## config.mk

```make
export PLATFORM = sky130hd
export DESIGN_NAME = base32_stream_decoder
export DESIGN_NICKNAME = d
export VERILOG_FILES = /design/src/rtl/b32d_pkg.sv /design/src/rtl/b32d_unpack.sv /design/src/rtl/base32_stream_decoder.sv
export SDC_FILE = /design/constraint.sdc
export NUM_CORES = 1
export LEC_CHECK = 0
export BUFFER_PORTS_ARGS = -buffer_cell sky130_fd_sc_hd__buf_2
export CELL_PAD_IN_SITES_DETAIL_PLACEMENT = 1
export CELL_PAD_IN_SITES_GLOBAL_PLACEMENT = 1
export CORE_MARGIN = 2
export CORE_UTILIZATION = 35
export CTS_CLUSTER_DIAMETER = 200
export DETAILED_ROUTE_END_ITERATION = 8
export PLACE_DENSITY_LB_ADDON = 0.1
export SLEW_MARGIN = 15
export SYNTH_ARGS = -nofsm -noshare
export SYNTH_HDL_FRONTEND = slang
export SYNTH_SLANG_ARGS = --single-unit
```

## constraint.sdc

```tcl
create_clock -name clock -period 3.1 [get_ports clock]
set_input_delay 0.31 -clock clock [delete_from_list [all_inputs] [get_ports clock]]
set_output_delay 0.31 -clock clock [all_outputs]
set_load 0.05 [all_outputs]
```

## src/rtl/b32d_pkg.sv

```systemverilog
// ----------------------------------------------------------------------------
// b32d_pkg
// Shared types, constants and the symbol map of the base32 stream decoder.
// ----------------------------------------------------------------------------
package b32d_pkg;

   localparam int CHAR_W      = 8;
   localparam int SYM_W       = 5;
   localparam int COUNT_W     = 4;
   localparam int HELD_W      = 4;
   localparam int ACC_W       = 7;
   localparam int CSR_INDEX_W = 2;

   localparam logic [CHAR_W-1:0]  CHAR_A     = 8'h41;
   localparam logic [CHAR_W-1:0]  CHAR_Z     = 8'h5A;
   localparam logic [CHAR_W-1:0]  CHAR_2     = 8'h32;
   localparam logic [CHAR_W-1:0]  CHAR_7     = 8'h37;
   localparam logic [CHAR_W-1:0]  PAD_RESET  = 8'h39;
   localparam logic [COUNT_W-1:0] SKIP_RESET = 4'd4;
   localparam logic [COUNT_W-1:0] COUNT_MAX  = 4'd15;
   localparam logic [HELD_W-1:0]  BYTE_BITS  = 4'd8;
   localparam logic [HELD_W-1:0]  SYM_BITS   = 4'd5;

   // Register indexes of the configuration port
   localparam logic [CSR_INDEX_W-1:0] CSR_PREFIX_SKIP = 2'd0;
   localparam logic [CSR_INDEX_W-1:0] CSR_PAD_CHAR    = 2'd1;

   typedef struct packed {
      logic              byte_valid;
      logic [CHAR_W-1:0] data_byte;
      logic              bad_char;
      logic              chunk_end;
   } rsp_type;

   typedef struct packed {
      logic             bad;
      logic [SYM_W-1:0] value;
   } sym_type;

   // Map one character to its 5-bit value; the pad character wins over the alphabet
   function automatic sym_type sym_map(input logic [CHAR_W-1:0] c,
                                       input logic [CHAR_W-1:0] pad);
      sym_type s;
      logic [CHAR_W-1:0] diff;
      s    = '0;
      diff = '0;
      if (c == pad) begin
         s.value = '0;
      end else if (c >= CHAR_A && c <= CHAR_Z) begin
         diff    = c - CHAR_A;
         s.value = diff[SYM_W-1:0];
      end else if (c >= CHAR_2 && c <= CHAR_7) begin
         diff    = c - CHAR_2 + 8'd26;
         s.value = diff[SYM_W-1:0];
      end else begin
         s.bad = 1'b1;
      end
      return s;
   endfunction

endpackage

```

## src/rtl/b32d_unpack.sv

```systemverilog
// ----------------------------------------------------------------------------
// b32d_unpack
// Per-chunk state (prefix counter, bit accumulator) and the one-character
// decode step that produces the result for the character presented.
// ----------------------------------------------------------------------------
module b32d_unpack
   import b32d_pkg::*;
(
   input  logic               clock,
   input  logic               reset,
   input  logic               step,
   input  logic [CHAR_W-1:0]  char_code,
   input  logic               last_char,
   input  logic [COUNT_W-1:0] prefix_skip,
   input  logic [CHAR_W-1:0]  pad_char,
   output rsp_type            result
);

   logic [ACC_W-1:0]   acc_ff, acc_in;
   logic [HELD_W-1:0]  held_ff, held_in;
   logic [COUNT_W-1:0] seen_ff, seen_in;

   sym_type            sym;
   logic [11:0]        joined;
   logic [HELD_W-1:0]  sum;
   logic [HELD_W-1:0]  held_dec;
   logic [ACC_W-1:0]   keep_mask;
   logic [11:0]        shifted;
   logic               skipping;

   always_comb begin
      sym       = sym_map(char_code, pad_char);
      skipping  = (seen_ff < prefix_skip);
      joined    = {acc_ff, sym.value};
      sum       = held_ff + SYM_BITS;
      held_dec  = (sum >= BYTE_BITS) ? (sum - BYTE_BITS) : sum;
      shifted   = joined >> held_dec;
      keep_mask = ACC_W'((8'd1 << held_dec) - 8'd1);

      result            = '0;
      result.chunk_end  = last_char;
      acc_in            = acc_ff;
      held_in           = held_ff;
      seen_in           = seen_ff;

      if (skipping) begin
         seen_in = seen_ff + 4'd1;
      end else begin
         result.bad_char = sym.bad;
         if (seen_ff != COUNT_MAX) begin
            seen_in = seen_ff + 4'd1;
         end
         held_in = held_dec;
         acc_in  = joined[ACC_W-1:0] & keep_mask;
         if (sum >= BYTE_BITS) begin
            result.byte_valid = 1'b1;
            result.data_byte  = shifted[CHAR_W-1:0];
         end
      end

      // drop leftover bits at chunk end
      if (last_char) begin
         acc_in  = '0;
         held_in = '0;
         seen_in = '0;
      end
   end

   always_ff @(posedge clock) begin
      if (reset) begin
         acc_ff  <= '0;
         held_ff <= '0;
         seen_ff <= '0;
      end else if (step) begin
         acc_ff  <= acc_in;
         held_ff <= held_in;
         seen_ff <= seen_in;
      end
   end

endmodule

```

## src/rtl/base32_stream_decoder.sv

```systemverilog
// ----------------------------------------------------------------------------
// base32_stream_decoder
// Streaming base32 (A-Z, 2-7) character decoder with per-chunk prefix skip.
// ----------------------------------------------------------------------------
// One character is taken per beat and every character yields exactly one
// result beat, at a sustained rate of one character per clock unless the
// sink stalls. The decode step (symbol lookup, 5-bit shift into the
// accumulator, byte extraction) sits between the accumulator state and the
// result register; a second result register absorbs one beat when the sink
// stalls, so the input stays ready until two results are waiting. tlast on
// the input ends a chunk: leftover bits are dropped and the prefix counter
// restarts. Write prefix_skip (index 0) and pad_char (index 1) only while idle.
module base32_stream_decoder
   import b32d_pkg::*;
(
   input  logic                   clock,
   input  logic                   reset,
   // input stream
   input  logic                   req_tvalid,
   output logic                   req_tready,
   input  logic [7:0]             req_tdata,   // [7:0] char_code
   input  logic                   req_tlast,   // last_char
   // result stream
   output logic                   rsp_tvalid,
   input  logic                   rsp_tready,
   output logic [7:0]             rsp_tdata,   // [7:0] data_byte
   output logic [1:0]             rsp_tuser,   // [0] byte_valid, [1] bad_char
   output logic                   rsp_tlast,   // chunk_end
   // configuration writes
   input  logic                   csr_valid,
   output logic                   csr_ready,
   input  logic [CSR_INDEX_W-1:0] csr_index,
   input  logic [7:0]             csr_data
);

   logic [COUNT_W-1:0] skip_ff;
   logic [CHAR_W-1:0]  pad_ff;

   rsp_type result;
   rsp_type out_ff, out_in, skid_ff, skid_in;
   logic    out_valid_ff, out_valid_in;
   logic    skid_valid_ff, skid_valid_in;
   logic    accept, take;

   assign csr_ready  = 1'b1;
   assign req_tready = !skid_valid_ff;
   assign accept     = req_tvalid && req_tready;
   assign take       = out_valid_ff && rsp_tready;

   always_ff @(posedge clock) begin
      if (reset) begin
         skip_ff <= SKIP_RESET;
         pad_ff  <= PAD_RESET;
      end else if (csr_valid && csr_ready) begin
         case (csr_index)
            CSR_PREFIX_SKIP: skip_ff <= csr_data[COUNT_W-1:0];
            CSR_PAD_CHAR:    pad_ff  <= csr_data;
            default:         ;
         endcase
      end
   end

   b32d_unpack u_unpack (
      .clock       (clock),
      .reset       (reset),
      .step        (accept),
      .char_code   (req_tdata),
      .last_char   (req_tlast),
      .prefix_skip (skip_ff),
      .pad_char    (pad_ff),
      .result      (result)
   );

   always_comb begin
      out_in        = out_ff;
      out_valid_in  = out_valid_ff;
      skid_in       = skid_ff;
      skid_valid_in = skid_valid_ff;
      if (take) begin
         if (skid_valid_ff) begin
            out_in        = skid_ff;
            skid_valid_in = 1'b0;
         end else if (accept) begin
            out_in = result;
         end else begin
            out_valid_in = 1'b0;
         end
      end else if (!out_valid_ff) begin
         if (accept) begin
            out_in       = result;
            out_valid_in = 1'b1;
         end
      end else if (accept) begin
         // hold the stalled beat, park the new one
         skid_in       = result;
         skid_valid_in = 1'b1;
      end
   end

   always_ff @(posedge clock) begin
      if (reset) begin
         out_valid_ff  <= 1'b0;
         skid_valid_ff <= 1'b0;
      end else begin
         out_valid_ff  <= out_valid_in;
         skid_valid_ff <= skid_valid_in;
      end
      out_ff  <= out_in;
      skid_ff <= skid_in;
   end

   assign rsp_tvalid = out_valid_ff;
   assign rsp_tdata  = out_ff.data_byte;
   assign rsp_tuser  = {out_ff.bad_char, out_ff.byte_valid};
   assign rsp_tlast  = out_ff.chunk_end;

`ifndef ASSERT_OFF
   a_skid_needs_out: assert property (@(posedge clock) disable iff (reset)
      skid_valid_ff |-> out_valid_ff)
      else $error("skid beat held without a front beat");

   a_no_byte_zero: assert property (@(posedge clock) disable iff (reset)
      (out_valid_ff && !out_ff.byte_valid) |-> (out_ff.data_byte == '0))
      else $error("data byte nonzero without byte_valid");

   a_accept_yields: assert property (@(posedge clock) disable iff (reset)
      accept |=> out_valid_ff)
      else $error("accepted beat produced no result");

   a_stall_holds: assert property (@(posedge clock) disable iff (reset)
      (out_valid_ff && !rsp_tready) |=> (out_valid_ff && $stable(out_ff)))
      else $error("stalled result changed");
`endif

endmodule
```

======== After elaboration in Yosys (flattened, before gate mapping) ========
Cells that the tools add are included.
storage, ports and cells
  register bits after elaboration ......... 51
  output and inout port bits .............. 14
operators by class
  $add $sub $neg .......................... 7
  order comparisons ....................... 6
  equality and inequality tests ........... 7
  shift-type cells ........................ 2
  multiplexer cells ....................... 25
  bitwise gates (word level) .............. 2
  reduce and logical (&&, ||, !) cells .... 15
operators with widths
  operator               count
  $mux W11               4
  $mux W4                6
  $mux W5                3
  $mux W7                2
  $reduce_and A2 Y1      6
  $shr A12 B4 Y8         1
  $mux W10               1
  $mux W9                1
  $eq A8 B8 Y1           1
  $ge A8 B6 Y1 const B   1
  $ge A8 B7 Y1 const B   1
  $le A8 B6 Y1 const B   1
  $le A8 B7 Y1 const B   1
  $mux W1                8
  $and A7 B7 Y7          1
  $shl A1 B4 Y7 const A  1
  $sub A7 B1 Y7 const B  1
  $ne A2 B2 Y1 const B   3
  $add A5 B5 Y5 const B  1
  $sub A5 B1 Y5 const B  1
  $sub A5 B5 Y5 const B  1
  $add A4 B1 Y4 const B  1
  $add A4 B3 Y4 const B  1
  $ge A4 B4 Y1 const B   1
  other kinds (12)       15

======== Depth between registers and ports, before layout ========
  word-level depth ........................ 11
  mapped depth ............................ 10

======== By module ========
From an unflattened synthesis, not the netlist that was laid out.
second synthesis, totals
  cell total of the unflattened synthesis .. 362
  area total of the unflattened synthesis .. 3331.9 um2
by module, submodules not included
  module                 times used  cells each  area an instance (um2)  seq. area each (um2)
  b32d_unpack            1           245         1861.8                  300.3
  base32_stream_decoder  1           117         1470.2                  940.9

======== Worst setup path before layout ========
OpenSTA, ideal clock, no wires.
  path type ............................... register to register
  start point ............................. register u_unpack.held_ff[0]
  end point ............................... register out_ff, in the netlist rsp_tdata[0], data pin
  setup time .............................. 273 ps
  arrival ................................. 2364 ps
  required time ........................... 2827 ps
  path slack .............................. 463 ps
  stages on the path, launching flop included .. 11
  buffers on the path ..................... 2
  clock period less this slack ............ 2637 ps
  cells stage by stage .................... dfxtp_1 > clkbuf_1 > inv_2 > ha_1 > clkbuf_1 > mux2i_1 > nor2_1 > a31oi_1 > o41ai_2 > a211oi_1 > a211oi_2
RTL lines
  item                    RTL line                      source
  start, declared         b32d_unpack.sv:20             logic [HELD_W-1:0] held_ff, held_in;
  start signal, assigned  b32d_unpack.sv:76             held_ff <= held_in;
  end signal, assigned    base32_stream_decoder.sv:108  out_ff <= out_in;
  end, declared           base32_stream_decoder.sv:40   rsp_type out_ff, out_in, skid_ff, skid_in;

==> flow_summary.ini <==
[global_route]
grt_pass1_wl_um = 15120
grt_use_total_pct = 18.56
antenna_found_initial = 0
grt_max_degree = 30
grt_pass1_vias = 3003
grt_overflow = 0

[floorplan]
start_util_pct = 36.05
row_count = 35
boundaryPins = 38
die_w_um = 101.3
die_area_mm2 = 0.01027
die_h_um = 101.3
coreArea_mm2 = 0.009196

[timing]
fmax_ghz = 0.4002
rsz0062_at_grt = no
fin_tns_setup_ns = 0
skew_ns = 0.009116
hold-worst-slack_ns = 0.2126
finalSetupViolations = 0
period_share_pct = 80.61
finalCriticalPeriod_ns = 2.499
tightestPinTransition_ns = 0.8176
hold_violations = 0
finalMaxSlewViolations = 0
slew_headroom_pct = 45.37

[hold_path]
whs_path_depth = 2
hp-start = rsp_tready
whs_endpoint = skid_valid_ff$_SDFFE_PP0P_
hp-class = in -> reg

[clock_network]
clk_path_buf_depth = 2
holdBufCountCts = 0
cts_tree = built
path_clk_slew_ns = 0.11
cts_root_buffer = clkbuf_8
clk-insertion-delay-late_ns = 0.31
post_cts_buffers = 0
numCtsBuffers = 5
cts_max_level = 2
cts.sinks = 51
cts_resized = 0

[cells_and_area]
diodes = 0
final_area_mm2 = 0.003694
layout.nets = 434
drive_gt1_share_pct = 17.42
area_delta_synth_final_pct = 11.40

[placed_design]
io_buffers = 36
placedInstanceArea_mm2 = 0.003596
gp_congestion = 0.8004
dp_hpwl_um = 6821

[detailed_routing]
num_vias = 2811
wl_um = 9036
vias_per_cell = 5.544
wl_per_cell_um = 17.82
drt-initial-drc-count = 137
antenna_left = 0
drc = 0
firstDrtPassIters = 4

[yosys]
synth.avg_cell_area_um2 = 9.109
synth_nets = 403
netlist-cell-type-count = 66
synthesis.area_mm2 = 0.003316
synth.top_cells.by_area = edfxtp_1, dfxtp_1, ha_1
seq_area_frac_synth_pct = 37.43
ys.flop_type = dfxtp_1
synth_seq_cells = 51
synth_top_area_share_pct = 19.92
synth-async-reset-ratio_pct = 0
yosys.area.top_type = edfxtp_1
synth_edf_count = 22
synth_cells = 364
yosys_warnings = 0

[pwr]
leakage_nw = 1.478
irDropWorstVdd_v = 0.0001619
p_per_area_mw_per_mm2 = 399.9

[worst_setup_path]
r2r_slack_ns = 0.60
crit_path_end_kind = flop
reg2regPathDepth = 8
arrival_ns = 2.55
critical_path_class = reg -> reg
r2r-start = u_unpack.held_ff[0]$_SDFFE_PP0P_
cp_data_required_time_ns = 3.15
r2r_end = rsp_tdata[0]$_DFFE_PP_
cp_max_fo = 11
critPathLaunchType = flop

[run_status]
run_status = finished, final reports clean

[job]
maxCapViolCount = 0
==> Yosys cell counts, drive strengths merged (5+ instances only) <==
cell,number
a211o,5
a211oi,8
a21oi,21
a31oi,5
buf,7
clkbuf,12
dfxtp,29
edfxtp,22
ha,15
inv,20
mux2,6
mux2i,16
nand2,28
nand4,8
nor2,43
nor3,7
nor3b,7
o21ai,11
o22ai,9
xnor2,11
==> placed cells by master, fill, tap and decap left out, types with 5 or more instances in the layout <==
| cell | instances |
|---|---|
| edfxtp_1 | 22 |
| buf_4 | 7 |
| a211oi_1 | 7 |
| clkbuf_8 | 5 |
| buf_2 | 36 |
| dfxtp_1 | 29 |
| a31oi_1 | 5 |
| o22ai_1 | 9 |
| nor3b_1 | 7 |
| ha_1 | 15 |
| mux2_2 | 6 |
| a21oi_1 | 21 |
| mux2i_1 | 16 |
| nand4_1 | 8 |
| nor2_1 | 43 |
| xnor2_1 | 11 |
| nand2_1 | 28 |
| nor3_1 | 7 |
| inv_1 | 19 |
| o21ai_0 | 10 |
| a211o_1 | 5 |
==> worst max path at each step <==
| stage | startpoint | endpoint | slack [ns] | depth (start not counted) |
|---|---|---|---|---|
| CTS | u_unpack.held_ff[0]$_SDFFE_PP0P_ | rsp_tdata[0]$_DFFE_PP_ | 0.60 | 8 |
| finish | u_unpack.held_ff[0]$_SDFFE_PP0P_ | rsp_tdata[0]$_DFFE_PP_ | 0.60 | 8 |
| detailed placement | req_tdata[1] | rsp_tdata[0]$_DFFE_PP_ | 0.47 | 9 |
| floorplan | u_unpack.held_ff[0]$_SDFFE_PP0P_ | rsp_tdata[0]$_DFFE_PP_ | 0.46 | 10 |
| global route | u_unpack.held_ff[0]$_SDFFE_PP0P_ | rsp_tdata[0]$_DFFE_PP_ | 0.42 | 8 |
| global placement | req_tdata[1] | rsp_tdata[0]$_DFFE_PP_ | 0.58 | 9 |
==> critical path: stages, from the launching register on <==
cell and delay (ns):
dfxtp_1 0.36, inv_2 0.13, ha_1 0.54, mux2i_1 0.28
nor2_1 0.07, a31oi_1 0.21, o41ai_2 0.13, a211oi_1 0.41
a211oi_2 0.12
==> final cells by class <==
type / count / area [µm²]
Timing Repair Buffer: 43 / 232.7
Sequential cell: 51 / 1241
Tap cell: 111 / 138.9
Inverter: 20 / 75.07
Multi-Input combinational cell: 274 / 1908
Clock inverter: 3 / 28.78
Clock buffer: 5 / 68.82
Fill cell: 1089 / 5503
==> metal layers <==
layer / share of wire [%] / global-route usage, % / wire, µm
met2: 48 / 32.65 / 4346
met3: 2.4 / 2.484 / 221
met1: 48 / 24.57 / 4378
met4: 0.98 / 3.326 / 89
met5: 0 / 0 / 0
==> cells by family after synthesis <==
group                      count (synthesis)  share of synthesized area (%)
xor gates and xnor gates                  13                          3.434
other                                      1                         0.1131
adders and majority gates                 15                          5.660
buffers and inverters                     39                          5.019
and+or+nand+nor                          133                          21.17
AOI/OAI and AO/OA                         90                          20.30
muxes                                     22                          6.868
DFF                                       51                          37.43
==> sequential cells by signal, summed over array words and instances, names as in the netlist <==
name / cells
rsp_tuser: 2
pad_ff: 8
rsp_tvalid: 1
u_unpack.acc_ff: 7
u_unpack.seen_ff: 4
skip_ff: 4
skid_valid_ff: 1
u_unpack.held_ff: 4
rsp_tlast: 1
rsp_tdata: 8
skid_ff: 11
==> stage by stage <==
step	cells	utilization [%]	setup slack [ns]	power [mW]
detailed placement	499	39.10	0.4685	1.063
global route	507	40.16	0.4156	1.544
finish	507	40.16	0.6010	1.477
floorplan	364	-	0.4632	0.9785
CTS	507	40.16	0.6003	1.493
global placement	499	39.10	0.5811	1.057
==> power by group <==
group | internal (mW) | switching, mW | total, mW
clock network | 0.168 | 0.263 | 0.431
registers | 0.734 | 0.0182 | 0.752
logic | 0.0916 | 0.202 | 0.294
total | 0.994 | 0.483 | 1.48
(Power assumes the default switching activity.)
